==> src/design/edist_pkg.sv <==
// Shared widths, types and constants for the 4-D Euclidean distance pipeline.
package edist_pkg;

  // Component width; every other width follows from it.
  localparam int SAMPLE_BITS = 16;
  localparam int OUT_BITS    = SAMPLE_BITS + 2;

  // Datapath widths
  localparam int MAG_W  = SAMPLE_BITS;       // |a - b| never exceeds 2^SB - 1
  localparam int SQ_W   = 2 * MAG_W;         // one squared difference
  localparam int PAIR_W = SQ_W + 1;          // sum of two squares
  localparam int SUM_W  = SQ_W + 2;          // sum of four squares
  localparam int ROOT_W = SUM_W / 2;         // integer root of the sum
  localparam int REM_W  = ROOT_W + 2;        // partial remainder of the root

  // Pipeline depths
  localparam int LANES        = 4;
  localparam int FRONT_STAGES = 4;           // diff, square, pair add, final add
  localparam int SQRT_STAGES  = ROOT_W;      // one root bit per stage

  // Largest distance the block can produce: 2 * (2^SB - 1)
  localparam logic [OUT_BITS-1:0] MAX_DIST =
    OUT_BITS'((64'd1 << (SAMPLE_BITS + 1)) - 64'd2);

  typedef logic signed [SAMPLE_BITS-1:0] sample_t;
  typedef logic [OUT_BITS-1:0]           dist_t;
  typedef logic [SUM_W-1:0]              sum_t;

endpackage

==> src/design/edist_sqrt.sv <==
// Pipelined integer square root, one root bit resolved per register stage.
module edist_sqrt (
  input  logic                  clk_i,
  input  logic                  rst_ni,
  input  logic                  in_valid_i,
  output logic                  in_ready_o,
  input  edist_pkg::sum_t       radicand_i,
  output logic                  out_valid_o,
  input  logic                  out_ready_i,
  output edist_pkg::dist_t      root_o
);
  import edist_pkg::*;

  logic              v_q    [SQRT_STAGES];
  logic              rdy    [SQRT_STAGES+1];
  logic [SUM_W-1:0]  rad_q  [SQRT_STAGES];
  logic [REM_W-1:0]  rem_q  [SQRT_STAGES];
  logic [ROOT_W-1:0] root_q [SQRT_STAGES];

  assign rdy[SQRT_STAGES] = out_ready_i;

  for (genvar s = 0; s < SQRT_STAGES; s++) begin : g_stage
    logic              v_prev;
    logic [SUM_W-1:0]  rad_prev;
    logic [REM_W-1:0]  rem_prev;
    logic [ROOT_W-1:0] root_prev;
    logic [REM_W+1:0]  rem_sh;
    logic [REM_W+1:0]  trial;
    logic [REM_W-1:0]  rem_d;
    logic [ROOT_W-1:0] root_d;
    logic [SUM_W-1:0]  rad_d;

    // Stage inputs: the radicand port for the first stage, else the stage before
    if (s == 0) begin : g_first
      assign v_prev    = in_valid_i;
      assign rad_prev  = radicand_i;
      assign rem_prev  = '0;
      assign root_prev = '0;
    end else begin : g_next
      assign v_prev    = v_q[s-1];
      assign rad_prev  = rad_q[s-1];
      assign rem_prev  = rem_q[s-1];
      assign root_prev = root_q[s-1];
    end

    // A stage moves when it is empty or its successor moves
    assign rdy[s] = !v_q[s] || rdy[s+1];

    // Bring down two radicand bits, try subtracting 4*root + 1
    always_comb begin
      rem_sh = {rem_prev, rad_prev[SUM_W-1 -: 2]};
      trial  = (REM_W+2)'({root_prev, 2'b01});
      rad_d  = rad_prev << 2;
      if (rem_sh >= trial) begin
        rem_d  = REM_W'(rem_sh - trial);
        root_d = {root_prev[ROOT_W-2:0], 1'b1};
      end else begin
        rem_d  = REM_W'(rem_sh);
        root_d = {root_prev[ROOT_W-2:0], 1'b0};
      end
    end

    always_ff @(posedge clk_i or negedge rst_ni) begin
      if (!rst_ni) begin
        v_q[s] <= 1'b0;
      end else if (rdy[s]) begin
        v_q[s] <= v_prev;
      end
    end

    always_ff @(posedge clk_i) begin
      if (rdy[s] && v_prev) begin
        rad_q[s]  <= rad_d;
        rem_q[s]  <= rem_d;
        root_q[s] <= root_d;
      end
    end
  end

  assign in_ready_o  = rdy[0];
  assign out_valid_o = v_q[SQRT_STAGES-1];
  assign root_o      = OUT_BITS'(root_q[SQRT_STAGES-1]);

endmodule

==> src/design/euclidean_distance_4d.sv <==
// Top level: 4-D Euclidean distance of two Q1.15 points, fully pipelined.
// Pipeline: 4 arithmetic stages followed by 17 square-root stages, one root bit
// resolved per stage.
// Throughput: one item per cycle unless the output stalls; a stage holds its
// item while the next is full and stalled; a stall loses and repeats nothing.
// Reset: rst_ni is asynchronous active low and clears all stage valid bits;
// data registers are not reset.
module euclidean_distance_4d (
  input  logic                clk_i,
  input  logic                rst_ni,
  input  logic                in_valid_i,
  output logic                in_ready_o,
  input  edist_pkg::sample_t  a_w_i,
  input  edist_pkg::sample_t  a_x_i,
  input  edist_pkg::sample_t  a_y_i,
  input  edist_pkg::sample_t  a_z_i,
  input  edist_pkg::sample_t  b_w_i,
  input  edist_pkg::sample_t  b_x_i,
  input  edist_pkg::sample_t  b_y_i,
  input  edist_pkg::sample_t  b_z_i,
  output logic                out_valid_o,
  input  logic                out_ready_i,
  output edist_pkg::dist_t    distance_o
);
  import edist_pkg::*;

  logic             v_q  [FRONT_STAGES];
  logic             rdy  [FRONT_STAGES+1];
  sample_t          a_in [LANES];
  sample_t          b_in [LANES];
  logic [MAG_W-1:0] mag_d  [LANES];
  logic [MAG_W-1:0] mag_q  [LANES];
  logic [SQ_W-1:0]  sq_q   [LANES];
  logic [PAIR_W-1:0] pair_q [2];
  sum_t             sum_q;
  logic             sqrt_ready;

  assign a_in[0] = a_w_i;
  assign a_in[1] = a_x_i;
  assign a_in[2] = a_y_i;
  assign a_in[3] = a_z_i;
  assign b_in[0] = b_w_i;
  assign b_in[1] = b_x_i;
  assign b_in[2] = b_y_i;
  assign b_in[3] = b_z_i;

  // Per-stage handshake: a stage moves when empty or when its successor moves
  assign rdy[FRONT_STAGES] = sqrt_ready;
  for (genvar k = 0; k < FRONT_STAGES; k++) begin : g_rdy
    assign rdy[k] = !v_q[k] || rdy[k+1];
  end
  assign in_ready_o = rdy[0];

  // Valid bits travel with the data
  always_ff @(posedge clk_i or negedge rst_ni) begin
    if (!rst_ni) begin
      for (int k = 0; k < FRONT_STAGES; k++) v_q[k] <= 1'b0;
    end else begin
      if (rdy[0]) v_q[0] <= in_valid_i;
      for (int k = 1; k < FRONT_STAGES; k++) begin
        if (rdy[k]) v_q[k] <= v_q[k-1];
      end
    end
  end

  // Exact difference and its magnitude for each lane
  always_comb begin
    logic signed [SAMPLE_BITS:0] diff;
    for (int l = 0; l < LANES; l++) begin
      diff     = {a_in[l][SAMPLE_BITS-1], a_in[l]} - {b_in[l][SAMPLE_BITS-1], b_in[l]};
      mag_d[l] = diff[SAMPLE_BITS] ? MAG_W'(-diff) : MAG_W'(diff);
    end
  end

  // Stage 0: magnitudes
  always_ff @(posedge clk_i) begin
    if (rdy[0] && in_valid_i) begin
      for (int l = 0; l < LANES; l++) mag_q[l] <= mag_d[l];
    end
  end

  // Stage 1: squares
  always_ff @(posedge clk_i) begin
    if (rdy[1] && v_q[0]) begin
      for (int l = 0; l < LANES; l++) sq_q[l] <= SQ_W'(mag_q[l]) * SQ_W'(mag_q[l]);
    end
  end

  // Stage 2: pairwise sums
  always_ff @(posedge clk_i) begin
    if (rdy[2] && v_q[1]) begin
      pair_q[0] <= PAIR_W'(sq_q[0]) + PAIR_W'(sq_q[1]);
      pair_q[1] <= PAIR_W'(sq_q[2]) + PAIR_W'(sq_q[3]);
    end
  end

  // Stage 3: sum of all four squares
  always_ff @(posedge clk_i) begin
    if (rdy[3] && v_q[2]) begin
      sum_q <= SUM_W'(pair_q[0]) + SUM_W'(pair_q[1]);
    end
  end

  // Root stages; the last one is the output register
  edist_sqrt u_sqrt (
    .clk_i       (clk_i),
    .rst_ni      (rst_ni),
    .in_valid_i  (v_q[FRONT_STAGES-1]),
    .in_ready_o  (sqrt_ready),
    .radicand_i  (sum_q),
    .out_valid_o (out_valid_o),
    .out_ready_i (out_ready_i),
    .root_o      (distance_o)
  );

endmodule

==> config.mk <==
export PLATFORM = sky130hd
export DESIGN_NAME = euclidean_distance_4d
export DESIGN_NICKNAME = d
export VERILOG_FILES = /design/src/design/edist_pkg.sv /design/src/design/edist_sqrt.sv /design/src/design/euclidean_distance_4d.sv
export SDC_FILE = /design/constraint.sdc
export NUM_CORES = 2
export LEC_CHECK = 0
export ABC_AREA = 1
export BUFFER_PORTS_ARGS = -buffer_cell sky130_fd_sc_hd__buf_4
export CORE_MARGIN = 2
export CORE_UTILIZATION = 35
export CTS_CLUSTER_SIZE = 20
export DETAILED_ROUTE_END_ITERATION = 6
export GPL_TIMING_DRIVEN = 0
export PLACE_DENSITY = 0.51
export SLEW_MARGIN = 15
export SYNTH_ARGS = -nofsm -noshare
export SYNTH_HDL_FRONTEND = slang
export SYNTH_SLANG_ARGS = --single-unit
==> constraint.sdc <==
create_clock -name clk_i -period 9.43 [get_ports clk_i]
set_input_delay 0.4715 -clock clk_i [delete_from_list [all_inputs] [get_ports clk_i]]
set_output_delay 0.4715 -clock clk_i [all_outputs]
set_load 0.01 [all_outputs]
== Yosys cells after proc, flatten, opt, wreduce, memory -nomap -nowiden ==
Memories as Yosys holds them, arrays and structs flattened.
Index checks and enable logic that the tools add are counted.
Storage, ports and cells
  memories: 6
  input port bits: 132
  bits in latches: 0
  word-level logic and storage cells: 218
  ROM bits: 0
  output and inout bits: 20
  bits in registers: 55
  RAM bits: 1414
Operators by class
  $add $sub $neg: 28
  equal/unequal tests: 0
  divide/modulo/power cells: 0
  bitwise gates (word level): 0
  shifts and indexed selects: 0
  order comparisons: 17
  reduce and logical (&&, ||, !) cells: 63
  multiplexer cells: 78
  $mul: 4
Memory list
  u_sqrt.rad_q: depth 17, bits a word 32, rd ports 16, clocked after Yosys merged registers in 0, write ports 17, RTL line edist_sqrt.sv:16  | logic [SUM_W-1:0] rad_q [SQRT_STAGES];
  u_sqrt.rem_q: depth 17, bits a word 19, rd ports 16, clocked after Yosys merged registers in 0, write ports 17, RTL line edist_sqrt.sv:17  | logic [REM_W-1:0] rem_q [SQRT_STAGES];
  u_sqrt.root_q: depth 17, bits a word 17, rd ports 17, clocked after Yosys merged registers in 0, write ports 17, RTL line edist_sqrt.sv:18  | logic [ROOT_W-1:0] root_q [SQRT_STAGES];
  sq_q: depth 4, bits a word 32, rd ports 4, clocked after Yosys merged registers in 0, write ports 4, RTL line euclidean_distance_4d.sv:33  | logic [SQ_W-1:0] sq_q [LANES];
  pair_q: depth 2, bits a word 33, rd ports 2, clocked after Yosys merged registers in 0, write ports 2, RTL line euclidean_distance_4d.sv:34  | logic [PAIR_W-1:0] pair_q [2];
  mag_q: depth 4, bits a word 16, rd ports 4, clocked after Yosys merged registers in 0, write ports 4, RTL line euclidean_distance_4d.sv:32  | logic [MAG_W-1:0] mag_q [LANES];
Operators with widths (number)
  greater-or-equal comparator 21 x 19 -> 1 bit: 16
  two-way mux 19 bit: 17
  subtractor 19 bit: 16
  multiplier 16 x 16 -> 32 bit: 4
  subtractor 16 x 16 -> 17 bit: 4
  adder 32 x 32 -> 33 bit: 2
  two-way mux 16 bit: 4
  negation 16 bit: 4
  two-way mux 1 bit: 57
  adder 33 x 33 -> 34 bit: 1
  logical AND 1 bit: 21
  logical NOT 1 bit: 21
  logical OR 1 bit: 21
  subtractor 2 x 1 -> 3 bit (second input constant): 1
  greater-or-equal comparator 2 x 1 -> 1 bit (second input constant): 1

== Longest topological paths before layout ==
  depth in word-level cells: 25
  depth in mapped cells: 30
  depth with buffers taken out: 29

== Cells and area by module ==
Synthesis repeated with hierarchy kept, for this count alone.
Second synthesis, totals
  cell total of the unflattened synthesis: 9279
  area, all modules: 84344.6 um^2
Modules (own cells, without submodules)
  euclidean_distance_4d: cells an instance 6233, instances 1, seq. area each 8748.4 um^2, area an instance 49830.3 um^2
  edist_sqrt: cells an instance 3046, instances 1, seq. area each 21655.8 um^2, area an instance 34514.4 um^2

== Worst setup path before layout ==
No wires, ideal clock.
  kind: input to register
  start: in out_ready_i
  end: mem sq_q[0][0] (netlist name) (enable)
  setup time: 610 ps
  data required time: 8820 ps
  data arrival time: 6352 ps
  slack: 2467 ps
  cell stages on the path: 12
  path buffers: 0
  cells stage by stage: inv_1 -> nand4_2 -> nor2_4 -> nand4_4 -> nor2_4 -> nand4_4 -> nor2_4 -> nand4_4 -> nor2_4 -> nand4_4 -> nor2_4 -> nor2_1
RTL lines
  start, declared: RTL line euclidean_distance_4d.sv:22  | input logic out_ready_i,
  end, declared: RTL line euclidean_distance_4d.sv:33

==> results.txt <==
----------------------------------------------------
[Status]
  Result of the run ... finished clean

[Routing]
  ANT nets after route ... 0
  Routed wire per std cell ... 15.91 um
  Iteration-0 DRC Markers ... just under 3,000
  Wirelength, routed ... roughly 190,000 um
  DRC violation count after routing ... 0
  Total number of vias ... 55,560
  Number of vias per cell ... ~4.7
  Number of iterations in the first detailed-routing pass ... 6

[Final layout]
  Share of final-layout standard cells stronger than drive strength 1 ... 5.855%
  Area growth from synthesis to layout ... 11.67%
  Nets ... 10,260
  Final Core Density ... about two fifths

[Die]
  Total core area ... 0.2306 sq mm
  Initial core utilization ... 35.29%
  Total I/O pin count ... roughly 150
  Total Die Area ... between 0.2 and 0.25 sq mm
  Row count ... 176
  Die span in y ... about 490 um
  Die Wd ... 486.2 um

[Logic synthesis]
  Per-instance average area after synthesis ... 9.644 sq um
  Most frequently used cell type in the post-synthesis netlist ... sky130_fd_sc_hd__inv_1
  Ys async rst share ... 2.067%
  Post-synthesis cell type with the largest combined area ... sky130_fd_sc_hd__edfxtp_1
  Simple logic cell fraction of the synthesized area ... between 10% and 20%
  Fraction of the yosys area taken by sequential cells ... 37.37%
  Combinational family with the most area after synthesis ... adder cells
  Flop and latch count out of synthesis ... about 1,000
  Warnings, synthesis ... 0
  Compound-Gate Fraction of Synth Area ... under 10%
  Count of flip-flops with a built-in enable after synthesis ... 995
  Netlist Area Pre-Place ... 0.08137 sq mm
  Most instantiated cells after synthesis ... 1,883 x sky130_fd_sc_hd__inv_1, 1,413 x sky130_fd_sc_hd__nand2_1, 995 x sky130_fd_sc_hd__edfxtp_1
  Adder-cell area share of the yosys netlist ... 27.59%
  Mapped Cells ... ~8,400
  Area share of the largest cell type after synthesis ... a little under two fifths
  Number of library cell types mapped by synthesis ... 72
  Primary flip-flop cell chosen by synthesis mapping ... sky130_fd_sc_hd__edfxtp_1
  Mux share of post-synthesis cell area ... 0.05536%
  Top post-synthesis cells by area ... sky130_fd_sc_hd__edfxtp_1 37%, sky130_fd_sc_hd__fa_1 16%, sky130_fd_sc_hd__ha_1 11%
  Post-Synth XOR/XNOR Area ... around 6%

[CTS]
  CTS Sinks ... about 1,000
  Cts hold-fix bufs ... 3
  Clock-pin transition on the worst setup and hold timing paths ... roughly 0.06 ns
  Number of instances resized during post-cts repair ... 0
  Clock Root Buffer ... sky130_fd_sc_hd__clkbuf_16
  Worst-case clock buffer depth ... 3
  Number of CTS-inserted buffers ... 114
  Deepest level of the CTS H-tree ... 3
  Clock latency on the worst-skew pair ... about 0.8 ns
  Clock tree from TritonCTS ... built
  Count of buffers added by post-CTS timing repair for setup ... 0

[Timing]
  Setup skew after layout ... 0.1088 ns
  Final worst path period need ... between 7 and 8 ns
  Slew @ Worst Pin ... 0.8500 ns
  Final-report setup violation count ... 0
  Worst hold slack ... 0.1576 ns
  Max-slew violation count ... 0
  Highest clock frequency the design can meet ... roughly 140 MHz
  Setup slack of the critical path after layout ... 2.195 ns
  Post-Route Setup TNS ... 0 ns
  Final Hold Viols ... 0
  Slew Limit Headroom ... 43.20%
  RSZ-0062 raised after global routing ... false
  Period Utilization, post-route ... 76.72%

[Run]
  # Max-Cap Violations ... 0

[Placement]
  Post-DP HPWL ... ~160,000 um
  Number of I/O port buffers ... 150
  Global placer's final weighted congestion ... 0.8986
  Worst slack, placed ... 2.160 ns

[Global routing]
  Total overflow reported by the global router ... 0
  Total Routing Usage GR ... 16.15%
  Number of antenna violations at the first check in global routing ... 1
  Wire length of the first global-routing pass ... around 310,000 um
  Maximum number of pins on one net before global-route repair ... 67
  Number of global-route vias before repair ... slightly below 60,000

[Worst hold path]
  Worst min-delay path class ... in -> async

[Setup path]
  WP data required ... about 10 ns
  Reg-to-reg setup timing slack ... 2.20 ns
  Type of the setup path with the least slack ... reg -> reg
  Worst setup EP type ... register
  Startpoint Class ... register
  CP Data Arrival Time ... 7.74 ns
  Largest fanout on the critical path ... 10

----------------------------------------------------
## cells in the final DEF (no fill, tap or decap), drive strengths merged, types with 29 or more instances in the layout
cell type and n:
edfxtp 995, fa 659, o21ai 330, a21oi 481, or2 29, clkinv 61
xnor2 191, nand4 82, buf 192, xor2 363, inv 1895, nor2 516
nand2 1427, o21bai 34, clkbuf 257, ha 740, nor3 95, nand3 211
a21o 34
## per-layer routing
layer  vias to the layer above  global-route usage, %  part of all wire [%]
li1                      27630                      -                     -
met1                     26880                  20.39                    44
met2                       805                  29.32                    51
met3                       246                  1.839                   3.0
met4                         0                  3.783                   2.3
met5                         -                      0                     0
## worst max-delay path, stage by stage (launching register included)
cell                       delay, ns
sky130_fd_sc_hd__edfxtp_1       0.46
sky130_fd_sc_hd__clkbuf_1       0.52
sky130_fd_sc_hd__clkbuf_1       0.60
sky130_fd_sc_hd__nand2_1        0.15
sky130_fd_sc_hd__fa_1           0.52
sky130_fd_sc_hd__fa_1           0.51
sky130_fd_sc_hd__inv_1          0.05
sky130_fd_sc_hd__fa_1           0.45
sky130_fd_sc_hd__fa_1           0.50
sky130_fd_sc_hd__fa_1           0.54
sky130_fd_sc_hd__inv_1          0.05
sky130_fd_sc_hd__fa_1           0.51
sky130_fd_sc_hd__inv_1          0.06
sky130_fd_sc_hd__ha_1           0.37
sky130_fd_sc_hd__nand4_1        0.14
sky130_fd_sc_hd__nor4_1         0.27
sky130_fd_sc_hd__nor2_1         0.12
sky130_fd_sc_hd__o21ai_0        0.41
sky130_fd_sc_hd__nand2_1        0.10
sky130_fd_sc_hd__nand2_1        0.14
sky130_fd_sc_hd__nand3_1        0.08
sky130_fd_sc_hd__nand2_1        0.07
sky130_fd_sc_hd__xor2_1         0.35
## path summary, 6_finish.rpt
check | from | end | cells after the start
max in group asynchronous | rst_ni | u_sqrt.g_stage[1].v_prev | 2
setup / recovery | mag_q[0][4] | sq_q[0][29] | 22
min in group clk_i | b_y_i[0] | mag_q[2][0] | 3
setup reg to reg | mag_q[0][4] | sq_q[0][29] | 22
hold reg to reg | u_sqrt.rad_q[0][93] | u_sqrt.rad_q[0][127] | 0
hold / removal | rst_ni | u_sqrt.g_stage[15].v_prev | 2
## through the flow
step,instances,cell area [sq um]
6_report,11860,90860
5_1_grt,11860,90860
3_5_place_dp,11640,86870
4_1_cts,11860,90860
2_1_floorplan,8440,81380
3_3_place_gp,11620,86290
## flip-flops by register name (all words and copies together), names as in the netlist, 4 cells and up
register               cells
sum_q                     34
u_sqrt.rem_q             282
u_sqrt.rad_q             272
pair_q                    66
v_q                        4
mag_q                     64
u_sqrt.g_stage.v_prev     16
sq_q                     124
u_sqrt.root_q            153
## logic make-up after synthesis
group | after synthesis
mux | 4
other cells | 1
simple gates | 2399
xor+xnor | 554
fa+ha+maj | 1399
buf+inv | 2042
compound gates | 1022
flops | 1016
## cell type report
cell class              count  area [sq um]
diodes                      2         5.005
clock buffers             126          2898
well taps                3026          3786
plain buffers             150         615.6
flip-flops and latches   1016         30400
repair buffers            176          1649
multi-input cells        5382         43340
clock inverters            88          1061
inverters                1892          7109
fillers                 22790        139700
Power is left out: the tool's default activity adds up to more than one toggle a clock period on the data nets, which glitch-free logic cannot reach.
